[src/design/swr_queue.sv]
// Small synchronous queue used between front and back and on the result side.
// Depends on nothing but its parameters.
module swr_queue #(
    parameter int WIDTH = 8,
    parameter int DEPTH = 2
) (
    input  logic             clk,
    input  logic             rst_n,
    input  logic             push,
    input  logic [WIDTH-1:0] wdata,
    output logic             full,
    input  logic             pop,
    output logic [WIDTH-1:0] rdata,
    output logic             empty
);

    localparam int AW = (DEPTH > 1) ? $clog2(DEPTH) : 1;
    localparam int CW = $clog2(DEPTH + 1);
    localparam logic [AW-1:0] PTR_LAST = AW'(DEPTH - 1);
    localparam logic [CW-1:0] CNT_FULL = CW'(DEPTH);

    logic [WIDTH-1:0] slot_reg [DEPTH];
    logic [AW-1:0]    wr_ptr_reg, wr_ptr_next;
    logic [AW-1:0]    rd_ptr_reg, rd_ptr_next;
    logic [CW-1:0]    count_reg, count_next;
    logic             do_push, do_pop;

    assign full    = (count_reg == CNT_FULL);
    assign empty   = (count_reg == '0);
    assign do_push = push && !full;
    assign do_pop  = pop && !empty;
    assign rdata   = slot_reg[rd_ptr_reg];

    // pointer and fill count update
    always_comb
    begin
        wr_ptr_next = wr_ptr_reg;
        rd_ptr_next = rd_ptr_reg;
        count_next  = count_reg;
        if (do_push)
        begin
            wr_ptr_next = (wr_ptr_reg == PTR_LAST) ? '0 : wr_ptr_reg + AW'(1);
        end
        if (do_pop)
        begin
            rd_ptr_next = (rd_ptr_reg == PTR_LAST) ? '0 : rd_ptr_reg + AW'(1);
        end
        if (do_push && !do_pop)
        begin
            count_next = count_reg + CW'(1);
        end
        else if (do_pop && !do_push)
        begin
            count_next = count_reg - CW'(1);
        end
    end

    always_ff @(posedge clk or negedge rst_n)
    begin
        if (!rst_n)
        begin
            wr_ptr_reg <= '0;
            rd_ptr_reg <= '0;
            count_reg  <= '0;
        end
        else
        begin
            wr_ptr_reg <= wr_ptr_next;
            rd_ptr_reg <= rd_ptr_next;
            count_reg  <= count_next;
        end
    end

    // storage, no reset
    always_ff @(posedge clk)
    begin
        if (do_push)
        begin
            slot_reg[wr_ptr_reg] <= wdata;
        end
    end

endmodule

[config.mk]
export PLATFORM = sky130hd
export DESIGN_NAME = swr_queue
export DESIGN_NICKNAME = d
export VERILOG_FILES = /design/src/design/swr_queue.sv
export SDC_FILE = /design/constraint.sdc
export NUM_CORES = 1
export LEC_CHECK = 0
export BUFFER_PORTS_ARGS = -buffer_cell sky130_fd_sc_hd__buf_4
export CAP_MARGIN = 20
export CORE_MARGIN = 3
export CORE_UTILIZATION = 40
export DETAILED_ROUTE_END_ITERATION = 12
export GPL_TIMING_DRIVEN = 1
export HOLD_SLACK_MARGIN = 0.1
export PLACE_DENSITY = 0.66
export SLEW_MARGIN = 40
export SYNTH_ARGS = -nofsm -noshare
export SYNTH_HDL_FRONTEND = slang
export SYNTH_SLANG_ARGS = --single-unit
[constraint.sdc]
create_clock -name clk -period 4.3 [get_ports clk]
set_clock_uncertainty 0.2 [all_clocks]
set_input_delay 0.215 -clock clk [delete_from_list [all_inputs] [get_ports clk]]
set_output_delay 0.215 -clock clk [all_outputs]
set_load 0.005 [all_outputs]
# Yosys cells after proc, flatten, opt, wreduce, memory -nomap -nowiden
# Memories as Yosys holds them, arrays and structs flattened.
# Index checks and enable logic that the tools add are counted.
[word_totals] ff_bits=4 latchBits=0 ramBits=16 romBits=0 input_bits=12 out_inout_bits=10 mem_count=1
[memory_table] name="slot_reg" words=2 word_bits=8 rd=1 rd_clocked_by_memory_dff=0 wr=1 line_no="22" rtl="logic [WIDTH-1:0] slot_reg [DEPTH];"
[classes] addsub=4 n_mul=0 n_div=0 magnitude_cmp=0 eq_ne=1 n_shift=0 muxes=6 bitwise_logic=0 n_reduce_logical=10
[op_table] cell="logical AND 1 bit" n=4
[op_table] cell="zero test 1 bit" n=4
[op_table] cell="two-way mux 1 bit" n=4
[op_table] cell="two-way mux 2 bit" n=2
[op_table] cell="adder 1 bit, second input constant" n=2
[op_table] cell="adder 2 x 1 -> 2 bit, second input constant" n=1
[op_table] cell="equality test 2 bit, second input constant" n=1
[op_table] cell="zero test 2 bit" n=1
[op_table] cell="nonzero test 2 bit" n=1
[op_table] cell="subtractor 2 x 1 -> 2 bit, second input constant" n=1

# Depth between registers and ports, before layout
[depth] depth_word=7 depth_mapped=7 depth_no_buf=7

# Worst setup path after synthesis
# OpenSTA, ideal clock, no wires.
[synth_timing] path_kind="reg-to-reg" start="register count_reg[0]" end="memory slot_reg[0][0], enable pin" setup_time_ns=0.370 arrival_time_ns=1.022 required_time_ns=3.730 path_slack_ns=2.708 path_stages_with_launch=4 synth_period_minus_slack_ns=1.592 cell_sequence="dfrtp_1 -> nand2b_1 -> nand2_2 -> nor2_1"
[synth_between] elab_chain_cells=5
[synth_rtl] element="start, declared" line_no="25" rtl="logic [CW-1:0] count_reg, count_next;"
[synth_rtl] element="start signal, assigned" line_no="70" rtl="count_reg <= count_next;"
[synth_rtl] element="equality test 2 bit" line_no="28" rtl="assign full = (count_reg == CNT_FULL);"
[synth_rtl] element="zero test 1 bit" line_no="30" rtl="assign do_push = push && !full;"
[synth_rtl] element="logical AND 1 bit" line_no="30"
[synth_rtl] element="two-way mux 1 bit" line_no="77" rtl="if (do_push)"
[synth_rtl] element="two-way mux 1 bit (implied by the code)" line_no="79" rtl="slot_reg[wr_ptr_reg] <= wdata;"
[synth_rtl] element="end, declared" line_no="22"
# Every way passes these cells.

# Worst setup path in the final report
[layout_timing] start="register count_reg[0]" end="memory slot_reg[0][6], enable pin"
# Same word-level chain as after synthesis.

==> flow_metrics.py <==
metrics = {
    "yosys": {
        "synth_top_area_share_pct": 61.4,
        "syn_area_um2": 782,
        "yosys-top-cells-area": "edfxtp_1 (61%), dfrtp_1 (13%), mux2_1 (8.6%)",
        "synthCells": 44,
        "yosysSeqAreaShare_pct": 74.2,
        "yosys_warnings": 0,
        "syn_nets": 57,
        "synth.distinct_cells": 15,
        "synth.largest_area_cell": "edfxtp_1",
        "ys_seq_elements": 20,
        "syn_area_per_cell_um2": 17.8,
    },
    "cts": {
        "clockBufferDepth": 2,
        "cts_tree": "built",
        "cts_num_sinks": 20,
        "clkLatencyLatePin_ns": 0.28,
        "cts.repair.resized": 0,
        "cts_htree_levels": 1,
        "cts_buffers": 3,
        "cts-root-buf": "clkbuf_4",
        "clk_pin_slew_ns": 0.11,
    },
    "route": {
        "wl_um": 1280,
        "drt_pass1_iterations": 4,
        "avgRoutedWirePerCell_um": 12.2,
        "dr.first_iter.drc_count": 5,
        "drc_errors": 0,
        "vias_per_cell": 4.39,
        "ant_nets": 0,
        "vias": 461,
    },
    "setup_path": {
        "endpoint_kind": "flip-flop",
        "setup.worst_path.start_class": "flip-flop",
        "crit_path_start": "count_reg[0]",
        "crit_arrival_ns": 1.53,
        "r2r_setup_slack_ns": 2.50,
        "cp.required_ns": 4.03,
        "crit_path_end": "slot_reg[0][6]",
        "critPathKind": "flip-flop to flip-flop",
        "r2r_end": "slot_reg[0][6]",
        "path_max_fanout": 8,
        "worstReg2RegStart": "count_reg[0]",
        "reg2reg_depth": 3,
    },
    "pwr": {
        "p_per_area_nw_per_um2": 551,
        "intPower_uw": 435,
        "combPwrFrac_pct": 35.3,
        "p_switching_uw": 178,
        "p_sw_share_pct": 29.0,
        "cellLeakagePower_uw": 0.000457,
        "ir_worst_vdd_uv": 338,
        "seqPwrFrac_pct": 50.9,
        "clockPowerShare_pct": 13.8,
    },
    "finish": {
        "mostFrequentLayoutCells": "buf_4 (21), edfxtp_1 (16), dlygate4sd3_1 (12)",
        "layout_commonest_cell": "buf_4",
        "drive_gt1_share_pct": 35.0,
        "instances_no_fill": 105,
        "area_growth_pct": 42.2,
        "fin_nets": 94,
        "largest_reg_flops": 16,
        "n_antenna_cell": 0,
    },
    "placed_design": {
        "place_inst": 89,
        "dpl.hpwl_um": 894,
        "io_buffer_count": 21,
        "gp_routability_congestion": 0.711,
        "dpl_worst_slack_ns": 2.49,
    },
    "grt": {
        "overflow": 0,
        "grt_max_degree": 12,
        "antenna_found_initial": 0,
        "grt_pass1_vias": 495,
        "grt_usage_pct": 11.5,
        "grt_pass1_wl_um": 2140,
    },
    "sta": {
        "slew_violations": 0,
        "fin_crit_ns": 1.80,
        "setup_violations": 0,
        "hold_viol_final": 0,
        "tightest_slew_ns": 0.652,
        "finalCritPeriodShare_pct": 41.8,
        "layout_setup_ws_ns": 2.50,
        "rsz0062_at_grt": "false",
        "fmax_ghz": 0.556,
        "tns_ns": 0,
        "max-slew-margin-rel_pct": 56.4,
    },
    "die": {
        "coreArea_um2": 1780,
        "start_util_pct": 43.9,
        "num_rows": 15,
        "die_w_um": 50.2,
        "ios": 22,
        "die-area_um2": 2520,
        "fp.dieH_um": 50.2,
    },
    "hold_path": {
        "hp-class": "flip-flop to flip-flop",
        "hold_start": "wr_ptr_reg",
    },
    "outcome": {
        "outcome": "finished clean",
    },
    "job": {
        "cap_viol_max_count": 0,
    },
}
## power groups by stage
stage / clock (uW) / combinational (uW) / sequential [uW]
2_1_floorplan: 0 / 136 / 295
3_3_place_gp: 0 / 206 / 316
3_5_place_dp: 0 / 210 / 319
4_1_cts: 85.9 / 220 / 315
5_1_grt: 94.6 / 241 / 322
6_report: 84.6 / 216 / 312
## critical path, stage by stage (launching register included)
cell and delay [ns]:
dfrtp_1 0.44, nand2b_1 0.19, nand2_2 0.10, nor2_1 0.51
## cell type report
| type | instances | area (um2) |
|---|---|---|
| timing repair buffer | 33 | 278 |
| clock inverter | 1 | 3.75 |
| inverter | 2 | 7.51 |
| multi-input combinational | 21 | 189 |
| tap | 25 | 31.3 |
| fill | 161 | 671 |
| sequential | 20 | 581 |
| clock buffer | 3 | 22.5 |
## kinds of logic (layout without fill, tap and decap cells)
logic type | count (synthesis) | in the layout | share of synthesized area, %
adders and majority gates | 1 | 1 | 1.60
buffers and inverters | 3 | 39 | 1.60
muxes | 8 | 8 | 11.5
xor gates and xnor gates | 5 | 5 | 6.56
AOI/OAI and AO/OA | 1 | 1 | 0.639
DFF | 20 | 20 | 74.2
and+or+nand+nor | 6 | 6 | 3.84
## stage by stage
stage,power (uW),instance area (um2),hold slack [ns],utilization (%)
after floorplan,431,782,-0.281,-
after global placement,521,966,-0.185,54.2
after detailed placement,529,966,-0.183,54.2
after CTS,621,1110,0.329,62.4
after global routing,657,1110,0.344,62.4
final,613,1110,0.327,62.4
## per-layer routing
metal	global-route usage, %	share of wire, %
met1	13.9	44
met2	19.6	49
met3	3.26	5.8
met4	4.15	1.3
met5	0	0
## Yosys cell counts
library cell and n:
edfxtp_1 16, mux2_1 6, dfrtp_1 4, nor2_1 3, inv_1 2, mux2_2 2, xnor2_1 2, xor2_1 2
and3_1 1, buf_2 1, ha_1 1, nand2_2 1, nand2b_1 1, o21ai_1 1, xnor2_2 1
## how the worst min path moves through the flow
stage / endpoint / slack [ns] / cells past startpoint
floorplan: count_reg[0] / -0.28 / 0
global placement: count_reg[1] / -0.18 / 1
detailed placement: count_reg[0] / -0.18 / 1
CTS: wr_ptr_reg / 0.33 / 1
global route: wr_ptr_reg / 0.34 / 1
finish: wr_ptr_reg / 0.33 / 1
## what timing repair did
action / CTS / global route
hold buffers: 12 / 0
hold endpoints to repair: 22 / 0
setup buffers: 0 / 0
(Power assumes the default switching activity.)
