==> src/design/swr_pkg.sv <==
// Shared types and constants of the stereo wavetable resampler.
// Depends on nothing; every other file but swr_queue imports it.
package swr_pkg;

    // table geometry and sample format
    localparam int POS_W       = 16;
    localparam int SIZE_W      = POS_W + 1;
    localparam int TABLE_DEPTH = 1 << POS_W;
    localparam int SAMPLE_W    = 16;

    // interpolator datapath widths: multiplicand and unsaturated sum
    localparam int MULT_W = 21;
    localparam int SUM_W  = 22;

    // clamp bounds of the table size register
    localparam logic [SIZE_W-1:0] SIZE_MIN = SIZE_W'(4);
    localparam logic [SIZE_W-1:0] SIZE_MAX = SIZE_W'(TABLE_DEPTH);

    // saturation bounds
    localparam logic signed [SUM_W-1:0] Y_MAX = SUM_W'((2 ** (SAMPLE_W - 1)) - 1);
    localparam logic signed [SUM_W-1:0] Y_MIN = SUM_W'(-(2 ** (SAMPLE_W - 1)));

    // input commands
    typedef logic [1:0] cmd_t;
    localparam cmd_t CMD_LOAD  = 2'd0;
    localparam cmd_t CMD_START = 2'd1;
    localparam cmd_t CMD_TICK  = 2'd2;

    // register indexes of the config port
    typedef logic [1:0] reg_idx_t;
    localparam reg_idx_t REG_INTERP = 2'd0;
    localparam reg_idx_t REG_SIZE   = 2'd1;
    localparam reg_idx_t REG_STEREO = 2'd2;

    // operation handed from front to back: table load or tick positions
    typedef struct packed {
        logic             is_tick;
        logic [POS_W-1:0] a;
        logic [POS_W-1:0] b;
    } swr_op_t;

    // one stereo result word
    typedef struct packed {
        logic signed [SAMPLE_W-1:0] left;
        logic signed [SAMPLE_W-1:0] right;
        logic                       clipped;
    } swr_res_t;

endpackage

==> src/design/swr_front.sv <==
// Front end: accepts items, keeps the read positions and the fraction,
// reduces positions modulo the table size bit-serially. Uses swr_pkg.
module swr_front #(
    parameter int FRAC_W = 16
) (
    input  logic                        clk,
    input  logic                        rst_n,
    input  logic                        push,
    output logic                        full,
    input  swr_pkg::cmd_t               cmd,
    input  logic [swr_pkg::POS_W-1:0]   table_addr,
    input  logic signed [15:0]          table_data,
    input  logic [swr_pkg::POS_W-1:0]   start_pos,
    input  logic [swr_pkg::POS_W-1:0]   step_int,
    input  logic [15:0]                 step_frac,
    input  logic                        stereo,
    input  logic [swr_pkg::SIZE_W-1:0]  eff_size,
    input  logic                        iq_full,
    output logic                        iq_push,
    output swr_pkg::swr_op_t            iq_op,
    output logic [FRAC_W-1:0]           iq_frac
);

    import swr_pkg::*;

    typedef enum logic [3:0] {
        F_IDLE  = 4'b0001,
        F_CHECK = 4'b0010,
        F_REM   = 4'b0100,
        F_STEP  = 4'b1000
    } fstate_t;

    localparam int CNT_W = $clog2(POS_W);
    localparam logic [CNT_W-1:0] REM_LAST = CNT_W'(POS_W - 1);

    fstate_t            state_reg, state_next;
    logic [POS_W-1:0]   left_reg, left_next;
    logic [POS_W-1:0]   right_reg, right_next;
    logic [FRAC_W-1:0]  frac_reg, frac_next;
    logic               tick_reg, tick_next;
    logic [POS_W-1:0]   si_reg, si_next;
    logic [15:0]        sf_reg, sf_next;
    logic [SIZE_W-1:0]  rem_reg, rem_next;
    logic [POS_W-1:0]   div_reg, div_next;
    logic [CNT_W-1:0]   cnt_reg, cnt_next;
    logic               tgt_right_reg, tgt_right_next;

    logic               accept;
    logic               left_ge, right_ge;
    logic [SIZE_W-1:0]  half_sum, split_pos;
    logic [SIZE_W:0]    rem_try, rem_sub;
    logic [FRAC_W-1:0]  sf_al;
    logic [FRAC_W:0]    frac_sum;
    logic [SIZE_W-1:0]  si_cl, inc;
    logic [SIZE_W-1:0]  lsum, rsum, lwrap, rwrap;

    assign full   = (state_reg != F_IDLE) || iq_full;
    assign accept = push && !full;

    // wrap checks and stereo offset
    assign left_ge   = ({1'b0, left_reg} >= eff_size);
    assign right_ge  = ({1'b0, right_reg} >= eff_size);
    assign half_sum  = {1'b0, left_reg} + (eff_size >> 1);
    assign split_pos = (half_sum >= eff_size) ? half_sum - eff_size : half_sum;

    // one restoring remainder step
    assign rem_try = {rem_reg, div_reg[POS_W-1]};
    assign rem_sub = (rem_try >= {1'b0, eff_size}) ? rem_try - {1'b0, eff_size} : rem_try;

    // step fraction aligned to the fraction width
    if (FRAC_W >= 16)
    begin : g_sf_wide
        assign sf_al = FRAC_W'(sf_reg) << (FRAC_W - 16);
    end
    else
    begin : g_sf_narrow
        assign sf_al = sf_reg[15 -: FRAC_W];
    end

    // position advance
    assign frac_sum = {1'b0, frac_reg} + {1'b0, sf_al};
    assign si_cl    = ({1'b0, si_reg} >= eff_size) ? eff_size - SIZE_W'(1) : {1'b0, si_reg};
    assign inc      = si_cl + SIZE_W'(frac_sum[FRAC_W]);
    assign lsum     = {1'b0, left_reg} + inc;
    assign rsum     = {1'b0, right_reg} + inc;
    assign lwrap    = (lsum >= eff_size) ? lsum - eff_size : lsum;
    assign rwrap    = (rsum >= eff_size) ? rsum - eff_size : rsum;

    // sequencer
    always_comb
    begin
        state_next     = state_reg;
        left_next      = left_reg;
        right_next     = right_reg;
        frac_next      = frac_reg;
        tick_next      = tick_reg;
        si_next        = si_reg;
        sf_next        = sf_reg;
        rem_next       = rem_reg;
        div_next       = div_reg;
        cnt_next       = cnt_reg;
        tgt_right_next = tgt_right_reg;
        iq_push        = 1'b0;
        iq_op          = '0;
        iq_frac        = '0;
        case (state_reg)
            F_IDLE:
            begin
                if (accept)
                begin
                    case (cmd)
                        CMD_LOAD:
                        begin
                            iq_push       = 1'b1;
                            iq_op.is_tick = 1'b0;
                            iq_op.a       = table_addr;
                            iq_op.b       = $unsigned(table_data);
                        end
                        CMD_START:
                        begin
                            left_next  = start_pos;
                            tick_next  = 1'b0;
                            state_next = F_CHECK;
                        end
                        CMD_TICK:
                        begin
                            si_next    = step_int;
                            sf_next    = step_frac;
                            tick_next  = 1'b1;
                            state_next = F_CHECK;
                        end
                        default:
                        begin
                        end
                    endcase
                end
            end
            F_CHECK:
            begin
                if (left_ge)
                begin
                    div_next       = left_reg;
                    rem_next       = '0;
                    cnt_next       = '0;
                    tgt_right_next = 1'b0;
                    state_next     = F_REM;
                end
                else if (tick_reg && right_ge)
                begin
                    div_next       = right_reg;
                    rem_next       = '0;
                    cnt_next       = '0;
                    tgt_right_next = 1'b1;
                    state_next     = F_REM;
                end
                else if (tick_reg)
                begin
                    state_next = F_STEP;
                end
                else
                begin
                    right_next = stereo ? split_pos[POS_W-1:0] : left_reg;
                    frac_next  = '0;
                    state_next = F_IDLE;
                end
            end
            F_REM:
            begin
                rem_next = rem_sub[SIZE_W-1:0];
                div_next = div_reg << 1;
                cnt_next = cnt_reg + CNT_W'(1);
                if (cnt_reg == REM_LAST)
                begin
                    if (tgt_right_reg)
                    begin
                        right_next = rem_sub[POS_W-1:0];
                    end
                    else
                    begin
                        left_next = rem_sub[POS_W-1:0];
                    end
                    state_next = F_CHECK;
                end
            end
            F_STEP:
            begin
                if (!iq_full)
                begin
                    iq_push       = 1'b1;
                    iq_op.is_tick = 1'b1;
                    iq_op.a       = lwrap[POS_W-1:0];
                    iq_op.b       = rwrap[POS_W-1:0];
                    iq_frac       = frac_sum[FRAC_W-1:0];
                    left_next     = lwrap[POS_W-1:0];
                    right_next    = rwrap[POS_W-1:0];
                    frac_next     = frac_sum[FRAC_W-1:0];
                    state_next    = F_IDLE;
                end
            end
            default:
            begin
                state_next = F_IDLE;
            end
        endcase
    end

    // control state and positions
    always_ff @(posedge clk or negedge rst_n)
    begin
        if (!rst_n)
        begin
            state_reg     <= F_IDLE;
            left_reg      <= '0;
            right_reg     <= '0;
            frac_reg      <= '0;
            tick_reg      <= 1'b0;
            cnt_reg       <= '0;
            tgt_right_reg <= 1'b0;
        end
        else
        begin
            state_reg     <= state_next;
            left_reg      <= left_next;
            right_reg     <= right_next;
            frac_reg      <= frac_next;
            tick_reg      <= tick_next;
            cnt_reg       <= cnt_next;
            tgt_right_reg <= tgt_right_next;
        end
    end

    // step and remainder payload
    always_ff @(posedge clk)
    begin
        si_reg  <= si_next;
        sf_reg  <= sf_next;
        rem_reg <= rem_next;
        div_reg <= div_next;
    end

endmodule

==> config.mk <==
export PLATFORM = sky130hd
export DESIGN_NAME = swr_front
export DESIGN_NICKNAME = d
export VERILOG_FILES = /design/src/design/swr_pkg.sv /design/src/design/swr_front.sv
export SDC_FILE = /design/constraint.sdc
export NUM_CORES = 1
export LEC_CHECK = 0
export ABC_AREA = 1
export BUFFER_PORTS_ARGS = -buffer_cell sky130_fd_sc_hd__buf_2
export CORE_MARGIN = 4
export CORE_UTILIZATION = 40
export CTS_BUF_LIST = sky130_fd_sc_hd__clkbuf_16
export CTS_CLUSTER_DIAMETER = 50
export DETAILED_ROUTE_END_ITERATION = 6
export PLACE_DENSITY = 0.57
export SLEW_MARGIN = 40
export SYNTH_ARGS = -nofsm -noshare
export SYNTH_HDL_FRONTEND = slang
export SYNTH_SLANG_ARGS = --single-unit
==> constraint.sdc <==
create_clock -name clk -period 22.4 [get_ports clk]
set_clock_uncertainty 0.15 [all_clocks]
set_input_delay 3.36 -clock clk [delete_from_list [all_inputs] [get_ports clk]]
set_output_delay 3.36 -clock clk [all_outputs]
set_load 0.02 [all_outputs]
# Yosys cells after proc, flatten, opt, wreduce, memory -nomap -nowiden
# Cells that the tools add are included.
[classes]
add_sub_neg = 11
order_cmp = 7
eq_ne = 19
mux = 54
reduce_logical = 20
[ops]
columns = ["operator", "count"]
rows = [
  ["2-to-1 mux 16 bit", 23],
  ["case mux 16 bit (3 select lines)", 2],
  ["2-to-1 mux 17 bit", 4],
  ["case mux 33 bit (2 select lines)", 1],
  ["2-to-1 mux 32 bit", 2],
  ["case mux 16 bit (2 select lines)", 2],
  ["greater-or-equal comparator 16 x 17 -> 1 bit", 3],
  ["greater-or-equal comparator 17 bit", 3],
  ["subtractor 16 bit", 3],
  ["2-to-1 mux 4 bit", 9],
  ["adder 16 x 16 -> 17 bit", 2],
  ["adder 16 x 17 -> 17 bit", 2],
  ["case mux 17 bit (2 select lines)", 1],
  ["2-to-1 mux 33 bit", 1],
  ["greater-or-equal comparator 18 x 17 -> 1 bit", 1],
  ["inequality test 2 bit (second input constant)", 9],
  ["adder 17 x 1 -> 17 bit", 1],
  ["subtractor 17 x 1 -> 17 bit (second input constant)", 1],
  ["subtractor 17 bit", 1],
  ["case mux 4 bit (4 select lines)", 1],
  ["equality test 4 bit (second input constant)", 2],
  ["case mux 4 bit (2 select lines)", 1],
  ["nonzero test 2 bit", 4],
  ["AND reduction 7 bit", 1],
  ["other kinds (22)", 31],
]
[word_totals]
regBits = 123
in_bits = 104
out_inout_bits = 51
elab_cells = 122

# Depth between registers and ports, before layout
# Gate-level depths: netlist of run 1.
[depth]
ltp_word = 8
mapped_depth = 50
mapped_depth_nobuf = 49

# Worst setup path before layout of run 1
# Ideal clock, no wire load.
[synth_timing]
kind = "input to output"
startpoint = "input port eff_size[12] (netlist bit)"
endpoint = "output port iq_op[15] (netlist bit)"
arrival_time_ns = 8.568
required_ns = 18.890
setup_slack_ns = 10.322
cell_stages = 40
n_path_buf = 2
cell_sequence = "inv_1 > ha_1 > nand2_2 > inv_1 > a21oi_2 > o21ai_2 > nand2_2 > nand3_4 > buf_4 > o21ai_0 > ha_1 > ha_1 > inv_1 > nor2_4 > nand2_4 > nor2_8 > nand2_2 > nor2_1 > (+4 left out) > o21bai_1 > a21oi_1 > o21ai_0 > or2_2 > nand2_1 > inv_1 > ha_1 > nand2_1 > inv_1 > nand4_1 > nor3_1 > nor2_1 > nand2_2 > inv_2 > buf_6 > nand2_1 > nand2_1 > o21ai_0"
[synth_rtl]
columns = ["item", "line", "source"]
rows = [
  ["from (decl)", "swr_front.sv:17", "input logic [swr_pkg::SIZE_W-1:0] eff_size,"],
  ["to (decl)", "swr_front.sv:20", "output swr_pkg::swr_op_t iq_op,"],
]

==> metrics.md, run 1 <==
| Metric | Value |
|---|---|
| Outcome | completed |
| Bufs on Longest Clock Path | 2 |
| GP Congestion | 0.965 |
| Die area | 42600 um^2 |
| Leakage Power | 9.29 nW |
| Design area | 17600 um^2 |
| Rows | 72 |
| Slew of the pin with the lowest slew margin | 0.845 ns |
| Routed WL | 60400 um |
| Vias | 16300 |
| CTS tree | built |
| I/O pin total | 155 |
| Top-count cell post-synth | nand2_1 |
| # clock sinks | 123 |
| Hold violation count in the final report | 0 |
| Sequential fraction of the synthesis area | 0.216 |
| Die W | 206 um |
| Max-cap viol count | 0 |
| Vias/cell | 5.39 |
| Root buffer cell | clkbuf_16 |
| Yosys top cell area share | 0.153 |
| Clock Pin Slew Worst Setup and Hold Paths | 0.07 ns |
| Cts repair resizes | 0 |
| Dpl hpwl | 47600 um |
| VDD IR-drop max | 54.1 uV |
| Clk_lat worst skew | 0.47 ns |
| Global-route wire length before repair | 90000 um |
| Post-synth EDFFs | 65 |
| R2R depth | 46 |
| Slew HR | 0.436 |
| Worst path depth | 42 |
| Slowest CP cell | inv_1 |
| Max Fclk | 70.5 MHz |
| Worst min-delay path category | reg2reg |
| Worst Path Max Fanout | 20 |
| Total CTS buffers | 17 |
| Layout cells sized above 1 | 0.111 |
| Finished Core Util | 0.452 |
| Layout Nets | 2802 |
| Setup CP Type | in2out |
| Initial DRC Count | 1440 |
| Initial Utilization | 0.406 |
| Die H | 206 um |
| Max reg flops | 17 |
| Gr usage total | 0.280 |
| Top cells by count, synth | nand2_1, inv_1, nand3_1 |
| Gate Count Post-Synth | 2365 |
| Hold buffers post-CTS | 0 |
| Synthesized flop and latch total | 123 |
| Top_reg_cell synth | edfxtp_1 |
| CP bufs+invs | 7 |
| Mapped Area | 15800 um^2 |
| TNS Setup | 0 ns |
| Grt total ovfl | 0 |
| Avg Inst Size Synth | 6.66 um^2 |
| Worst EP required | 18.89 ns |
| Hold Slack | 0.331 ns |
| H-tree levels | 4 |
| Port Buffers | 154 |
| Crit-path max cell delay | 0.61 ns |
| Synth warn | 0 |
| Ant diodes | 0 |
| Period utilization | 0.633 |
| Setup crit start kind | primary input |
| Setup crit end kind | primary output |
| Drc violations | 0 |
| Drt wl/cell | 19.9 um |
| Most common cell on crit path | nand2_1 |
| Placed instance area | 17000 um^2 |
| Netlist cell types | 63 |
| Minimum clock period | 14.19 ns |
| Top post-synthesis cells by area | nand2_1, ha_1, edfxtp_1, dfrtp_1, inv_1 |
| Hold path depth | 2 |
| Worst endpoint data arrival time | 10.68 ns |
| Antenna-violating nets left | 0 |
| Core ar. | 38800 um^2 |
| Largest net degree at the start of global routing | 59 |
| Async set or reset register ratio after synthesis | 0.472 |
| Area Overhead vs Synth | 11.5% |
| Antenna violations before repair | 0 |
| DR pass1 iterations | 5 |
| Pwr Density | 146 nW/um^2 |
| Cell accounting for the most synthesized area | nand2_1 |
| Post-CTS Setup Inserts | 0 |
| Final count of pins violating max slew | 0 |
| Vias in the first global route | 15200 |
| Setup repair after global routing missed its margin | no |
| Final Setup Violations | 0 |
| Delay-heaviest family, CP | simple AND/OR/NAND/NOR gates |
| Syn Nets | 2670 |
| Tot Pwr | 2.57 mW |
[final cells by class]
cell class,instances,area [um^2]
inverter,325,1220
clock inverter,15,145
fill,4139,21300
timing repair buffer,165,865
tap,518,648
clock buffer,17,425
sequential,123,3400
multi-input combinational,1865,10900
[logic make-up (layout without fill, tap and decap cells)]
logic type,Yosys count,after routing,share of synthesized area
compound gates,378,378,0.135
xor+xnor,98,98,0.0545
fa+ha+maj,201,201,0.163
buf+inv,377,522,0.0967
flops,123,123,0.216
mux,8,8,0.00508
simple gates,1180,1180,0.329
[per-layer routing]
metal | wire length (um) | GRT usage | vias to the layer above
met4 | 2180 | 0.103 | 0
met3 | 3640 | 0.0424 | 90
met2 | 26900 | 0.439 | 547
li1 | - | - | 8065
met5 | 0 | 0 | -
met1 | 27600 | 0.391 | 7617
[cell usage in the layout (no fill, tap or decap), types with 57 or more instances in the layout]
cell type and n:
buf_2 154, o21ai_0 131, ha_1 192, nand2_1 644, a21oi_1 144, dfrtp_1 57
xor2_1 66, inv_1 319, edfxtp_1 65, nand3_1 205, nor2_1 198
[where the power goes]
part,switching [mW],internal [mW],total [mW]
clock,0.119,0.163,0.283
sequential,0.111,0.293,0.404
combinational,1.24,0.643,1.89
total,1.47,1.10,2.57
[per-stage QoR]
step,worst slack [ns],cells
after floorplan,10.32,2365
after global placement,8.28,2995
after detailed placement,8.23,2996
after CTS,8.23,3028
after global routing,7.67,3028
final,8.21,3028
[path summary, 6_finish.rpt]
| kind | end | slack [ns] | startpoint |
|---|---|---|---|
| max in group asynchronous | frac_reg[4] | 18.79 | rst_n |
| worst min register to register | frac_reg[13] | 0.33 | frac_reg[13] |
| worst min-delay path | frac_reg[13] | 0.33 | frac_reg[13] |
| worst max register to register | right_reg[2] | 14.65 | frac_reg[0] |
| min in group asynchronous | cnt_reg[2] | 2.86 | rst_n |
| worst max-delay path | iq_op[2] | 8.21 | eff_size[12] |
[worst register-to-register path: cells and delay by family, from the launching register on]
family | cells | cell delay (ns)
AOI/OAI and AO/OA | 8 | 2.01
adders and majority gates | 6 | 1.70
buffers and inverters | 5 | 0.51
DFF | 1 | 0.35
and+or+nand+nor | 27 | 2.99
Power figures use the tool's default switching activity.
==> inputs of run 2 (changes only) <==
ABC_AREA = 0   (was 1)
PLACE_DENSITY = 0.59   (was 0.57)
clock period = 11.8 ns   (was 22.4 ns; I/O delays follow)
==> metrics.md, run 2 <==
| Metric | Value |
|---|---|
| Layout cells sized above 1 | 0.151 (+0.0407) |
| Routed WL | 55500 um (-8.0%) |
| Top_reg_cell synth | edfxtp_1 |
| Worst setup margin | 0.567 ns (-7.65 ns) |
| Minimum clock period | 11.23 ns |
| Synthesized flop and latch total | 123 (unchanged) |
| Max reg flops | 17 (unchanged) |
| Netlist cell types | 87 (+38%) |
| I/O pin total | 155 (unchanged) |
| Gate power share | 0.743 (+0.010) |
| Initial Utilization | 0.405 (-0.000968) |
| GP Congestion | 0.954 (-1.1%) |
| Seq pwr share | 0.145 (-0.012) |
| P_int | 2.51 mW (+130%) |
| Top cells by count, synth | ha_1, nor2_1, nand2_1 |
| Grt total ovfl | 0 (unchanged) |
| H-tree levels | 4 (unchanged) |
| Vias in the first global route | 13600 (-10%) |
| Place WS | 0.788 ns (-7.44 ns) |
| R2R Path End | right_reg[7] |
| Die H | 198 um (-4.2%) |
| R2R depth | 34 (-26%) |
| Worst R2R Setup Slack | 3.20 ns (-11.45 ns) |
| Root buffer cell | clkbuf_16 |
| Largest net degree at the start of global routing | 59 (unchanged) |
| Design area | 16500 um^2 (-5.9%) |
| Mapped Area | 14400 um^2 (-8.6%) |
| Dpl hpwl | 42500 um (-11%) |
| Tot Pwr | 5.19 mW (+100%) |
| Pwr Density | 314 nW/um^2 (+110%) |
| Post-CTS Setup Inserts | 0 (unchanged) |
| Gr usage total | 0.277 (-0.00287) |
| Setup crit start kind | primary input |
| Drt wl/cell | 23.8 um (+20%) |
| Worst min-delay path category | reg2reg |
| Die area | 39100 um^2 (-8.3%) |
| Most common cell after layout, fill and taps aside | ha_1 |
| # clock sinks | 123 (unchanged) |
| Initial DRC Count | 1300 (-9.7%) |
| DR pass1 iterations | 5 (unchanged) |
| VDD IR-drop max | 144 uV (+170%) |
| Hold Path Origin | frac_reg[11] |
| Synth warn | 0 (unchanged) |
| Hold path depth | 2 (unchanged) |
| WHS Endpoint | frac_reg[11] |
| Die W | 198 um (-4.2%) |
| Crit-path max cell delay | 0.53 ns (-0.08 ns) |
| Period utilization | 0.952 |
| Clock Pin Slew Worst Setup and Hold Paths | 0.06 ns (about the same) |
| P_sw | 2.69 mW (+82%) |
| Setup crit end kind | primary output |
| Most frequent cells in the layout | ha_1, buf_2, nor2_1 |
| Slew HR | 0.412 (-0.0236) |
| Slowest CP cell | or4b_1 |
| Ant diodes | 0 (unchanged) |
| Clk_lat worst skew | 0.44 ns (-0.03 ns) |
| Sw frac | 0.517 (-0.0551) |
| TNS Setup | 0 ns (unchanged) |
| Max-cap viol count | 0 (unchanged) |
| Area Overhead vs Synth | 14.8% |
| Most common cell on crit path | ha_1 |
| Finished Core Util | 0.465 (+0.0121) |
| Top post-synthesis cells by area | ha_1, edfxtp_1, dfrtp_1, xnor2_1, mux2i_1 |
| Max Fclk | 89.0 MHz |
| Post-synth EDFFs | 65 (unchanged) |
| Vias | 14100 (-14%) |
| Worst Path Max Fanout | 18 (-10%) |
| Rows | 69 (-4.2%) |
| Bufs on Longest Clock Path | 2 (unchanged) |
| Slew of the pin with the lowest slew margin | 0.879 ns (+0.0342 ns) |
| Antenna-violating nets left | 0 (unchanged) |
| Worst EP required | 9.88 ns (-9.01 ns) |
| Core ar. | 35600 um^2 (-8.4%) |
| RR Startpoint | frac_reg[0] |
| Cell accounting for the most synthesized area | ha_1 |
| Total CTS buffers | 17 (unchanged) |
| Vias/cell | 6.05 (+12%) |
| Final Setup Violations | 0 (unchanged) |
| Layout Nets | 2160 (-23%) |
| Outcome | completed |
| Clk pwr share | 0.112 (+0.002) |
| Port Buffers | 154 (unchanged) |
| Worst endpoint data arrival time | 9.31 ns (-1.37 ns) |
| Async set or reset register ratio after synthesis | 0.472 (unchanged) |
| CTS tree | built |
| Syn Nets | 1999 (-25%) |
| Hold violation count in the final report | 0 (unchanged) |
| Placed instance area | 15900 um^2 (-6.4%) |
| Final count of pins violating max slew | 0 (unchanged) |
| Top-count cell post-synth | ha_1 |
| Antenna violations before repair | 1 (+1) |
| Setup repair after global routing missed its margin | no |
| Gate Count Post-Synth | 1694 (-28%) |
| Sequential fraction of the synthesis area | 0.236 (+0.0204) |
| Setup CP Type | in2out |
| Avg Inst Size Synth | 8.50 um^2 (+28%) |
| Global-route wire length before repair | 82400 um (-8.4%) |
| Leakage Power | 7.42 nW (-20%) |
| Yosys top cell area share | 0.168 (+0.0143) |
| Drc violations | 0 (unchanged) |
[run 2: changes by cell type after synthesis, sizes merged, moves of 21 or more]
| cell | before | now |
|---|---|---|
| a211oi | 2 | 29 |
| xnor2 | 32 | 84 |
| mux2i | 8 | 59 |
| mux2 | 0 | 21 |
| nor3 | 23 | 44 |
| nand2 | 671 | 133 |
| nand3 | 208 | 36 |
| inv | 325 | 90 |
| nor2 | 213 | 139 |
| a21o | 15 | 46 |
| xor2 | 66 | 38 |
| a21oi | 147 | 119 |
| nor2b | 0 | 23 |
| o21ai | 148 | 105 |
[run 2: layout make-up]
cell class,instances,area [um^2]
repair buffers,193,1080
multi-input cells,1428,10500
inverters,92,345
clock buffers,18,450
fillers,3545,19000
flip-flops and latches,123,3400
well taps,461,577
clock inverters,14,170
[run 2: worst max path at each step]
| stage | cells past startpoint | end | slack, ns | startpoint |
|---|---|---|---|---|
| after floorplan | 35 | iq_op[14] | 0.86 | eff_size[9] |
| after global placement | 34 | iq_op[2] | 0.87 | eff_size[10] |
| after detailed placement | 33 | iq_op[23] | 0.79 | eff_size[10] |
| after CTS | 34 | iq_op[16] | 0.76 | eff_size[10] |
| after global routing | 34 | iq_op[16] | 0.03 | eff_size[10] |
| final | 34 | iq_op[16] | 0.57 | eff_size[10] |
[run 2: per-stage QoR]
stage	hold WS, ns	std cells
after global placement	0.356	2297
after CTS	0.373	2329
final	0.369	2329
after global routing	0.388	2329
after detailed placement	0.359	2297
after floorplan	0.334	1694
[run 2: logic make-up (layout without fill, tap and decap cells)]
logic type               count (synthesis)  count (layout)  share of synthesized area
AO/OA/AOI/OAI                          517             517                      0.239
XOR/XNOR                               124             124                     0.0774
adder cells (fa/ha/maj)                201             201                      0.179
buffers and inverters                  143             317                     0.0388
flip-flops                             123             123                      0.236
multiplexers                            80              80                     0.0577
AND/OR/NAND/NOR                        506             506                      0.172
[run 2: worst max-delay path: cells and delay by family]
family | cells | cell delay, ns
multiplexers | 1 | 0.44
adder cells (fa/ha/maj) | 5 | 1.64
AND/OR/NAND/NOR | 11 | 2.10
XOR/XNOR | 1 | 0.52
buffers and inverters | 4 | 0.69
AO/OA/AOI/OAI | 12 | 2.15
[run 2: power groups by stage]
stage / clock (mW) / sequential, mW / combinational, mW
floorplan: 0 / 0.650 / 2.80
global placement: 0 / 0.750 / 3.75
detailed placement: 0 / 0.752 / 3.77
CTS: 0.587 / 0.744 / 3.81
global route: 0.606 / 0.754 / 4.22
finish: 0.581 / 0.752 / 3.86
[run 2: layer usage]
layer,part of all wire,vias up,global-route usage
li1,-,6657,-
met1,0.43,6781,0.370
met2,0.46,535,0.450
met3,0.068,118,0.0473
met4,0.043,2,0.107
met5,0.00031,-,0
[run 2: repair_timing]
item                                    CTS  global route
resized for setup                         0             1
endpoints found under the setup margin    0             2
hold buffers                              0             0
==> inputs of run 3 (changes only) <==
CORE_MARGIN = 8   (was 4)
==> metrics.md, run 3 (synthesis results as in run 2) <==
| Metric | Value |
|---|---|
| Worst Path Max Fanout | 10 (-8) |
| H-tree levels | 4 (unchanged) |
| Metal3 WL | 4920 um (+30%) |
| Die H | 206 um (+4.0%) |
| Slew HR | 0.395 (-0.0171) |
| Register area | 3400 um^2 (unchanged) |
| Global-route wire length before repair | 83900 um (+1.8%) |
| Top routing layer used | met4 |
| Met2 WL | 25300 um (-0.28%) |
| Finished Core Util | 0.466 (+0.00194) |
| Root buffer cell | clkbuf_16 |
| Setup crit end kind | primary output |
| Worst min-delay path category | reg2reg |
| Crit-path max cell delay | 0.47 ns (-0.06 ns) |
| Antenna violations before repair | 2 (+1) |
| Tot Pwr | 5.16 mW (-0.56%) |
| Vias/cell | 6.06 (+0.15%) |
| Slew of the pin with the lowest slew margin | 0.905 ns (+0.0256 ns) |
| Place WS | 0.854 ns (+0.0660 ns) |
| CTS tree | built |
| Routed WL | 56600 um (+2.0%) |
| Core ar. | 35500 um^2 (-0.24%) |
| Clk_lat worst skew | 0.44 ns (about the same) |
| Vias in the first global route | 13800 (+1.7%) |
| Gr usage total | 0.265 (-0.0126) |
| Rows | 69 (unchanged) |
| Outcome | completed |
| Hold violation count in the final report | 0 (unchanged) |
| Cts repair resizes | 0 (unchanged) |
| Worst EP required | 9.88 ns (about the same) |
| Worst setup margin | 0.750 ns (+0.183 ns) |
| Most frequent cells in the layout | ha_1, buf_2, nor2_1 |
| TNS Setup | 0 ns (unchanged) |
| Fill count | 3445 (-2.8%) |
| Most common cell on crit path | ha_1 |
| Area Overhead vs Synth | 15.0% |
| Die W | 206 um (+4.0%) |
| Post-CTS Setup Inserts | 0 (unchanged) |
| Initial Utilization | 0.406 (+0.000985) |
| Setup crit start kind | primary input |
| Die area | 42300 um^2 (+8.3%) |
| Drc violations | 0 (unchanged) |
| Multi-input gate area | 10500 um^2 (about the same) |
| Largest net degree at the start of global routing | 59 (unchanged) |
| Initial DRC Count | 1197 (-7.9%) |
| Layout cells sized above 1 | 0.153 (+0.00173) |
| Leakage Power | 7.44 nW (+0.24%) |
| Final count of pins violating max slew | 0 (unchanged) |
| Layout Nets | 2165 (+0.23%) |
| GP Congestion | 0.942 (-1.3%) |
| Pwr Density | 312 nW/um^2 (-0.73%) |
| # clock sinks | 123 (unchanged) |
| Antenna-violating nets left | 0 (unchanged) |
| Setup repair after global routing missed its margin | no |
| Worst endpoint data arrival time | 9.13 ns (-0.18 ns) |
| Clock Pin Slew Worst Setup and Hold Paths | 0.06 ns (about the same) |
| Dpl hpwl | 43600 um (+2.6%) |
| I/O pin total | 155 (unchanged) |
| Max-cap viol count | 0 (unchanged) |
| Hold buffers post-CTS | 0 (unchanged) |
| Most common cell after layout, fill and taps aside | ha_1 |
| Max reg flops | 17 (unchanged) |
| Minimum clock period | 11.05 ns (-0.183 ns) |
| Setup CP Type | in2out |
| Drt wl/cell | 24.2 um (+1.6%) |
| Vias | 14200 (+0.49%) |
| DR pass1 iterations | 5 (unchanged) |
| Period utilization | 0.936 (-0.0155) |
| Slowest CP cell | or4_1 |
| Met1 Wirelength | 23700 um (-0.78%) |
| VDD IR-drop max | 131 uV (-8.7%) |
| Grt total ovfl | 0 (unchanged) |
| Max Fclk | 90.5 MHz (+1.7%) |
| Total CTS buffers | 17 (unchanged) |
| Port Buffers | 154 (unchanged) |
| Final Setup Violations | 0 (unchanged) |
| Bufs on Longest Clock Path | 2 (unchanged) |
## run 3: final timing paths
| path | cells after the start | start | slack [ns] | endpoint |
|---|---|---|---|---|
| hold / removal | 2 | frac_reg[10] | 0.36 | frac_reg[10] |
| hold reg to reg | 2 | frac_reg[10] | 0.36 | frac_reg[10] |
| min in group asynchronous | 2 | rst_n | 1.29 | cnt_reg[1] |
| max in group asynchronous | 2 | rst_n | 9.74 | right_reg[13] |
| setup / recovery | 33 | eff_size[1] | 0.75 | iq_op[8] |
| setup reg to reg | 34 | frac_reg[0] | 3.19 | right_reg[6] |
## run 3: worst max-delay path: cells and delay by family
family	cells	cell delay [ns]
xor gates and xnor gates	2	0.67
AOI/OAI and AO/OA	15	2.87
buffers and inverters	5	0.90
and+or+nand+nor	5	1.08
muxes	1	0.38
adders and majority gates	5	1.42
## run 3: cell type report
class / instances / area share
diodes: 3 / 0.000454
clock buffers: 17 / 0.0257
clock inverters: 15 / 0.0119
inverters: 92 / 0.0209
multi-input cells: 1428 / 0.634
flip-flops and latches: 123 / 0.206
well taps: 461 / 0.0349
repair buffers: 198 / 0.0668
## run 3: power breakdown
part / switching (mW) / total, mW / internal [mW]
combinational: 2.23 / 3.81 / 1.59
clock: 0.228 / 0.581 / 0.353
sequential: 0.208 / 0.768 / 0.560
## run 3: stage by stage
| stage | std cells | hold WS [ns] | area [um^2] |
|---|---|---|---|
| floorplan | 1694 | 0.334 | 14400 |
| global placement | 2302 | 0.355 | 15900 |
| detailed placement | 2302 | 0.359 | 15900 |
| CTS | 2334 | 0.368 | 16500 |
| global route | 2334 | 0.401 | 16500 |
| finish | 2337 | 0.363 | 16600 |
## run 3: per-layer routing
layer	vias up	GRT usage
met5	-	0
met4	0	0.129
met3	126	0.0625
met2	601	0.417
met1	6753	0.336
li1	6682	-
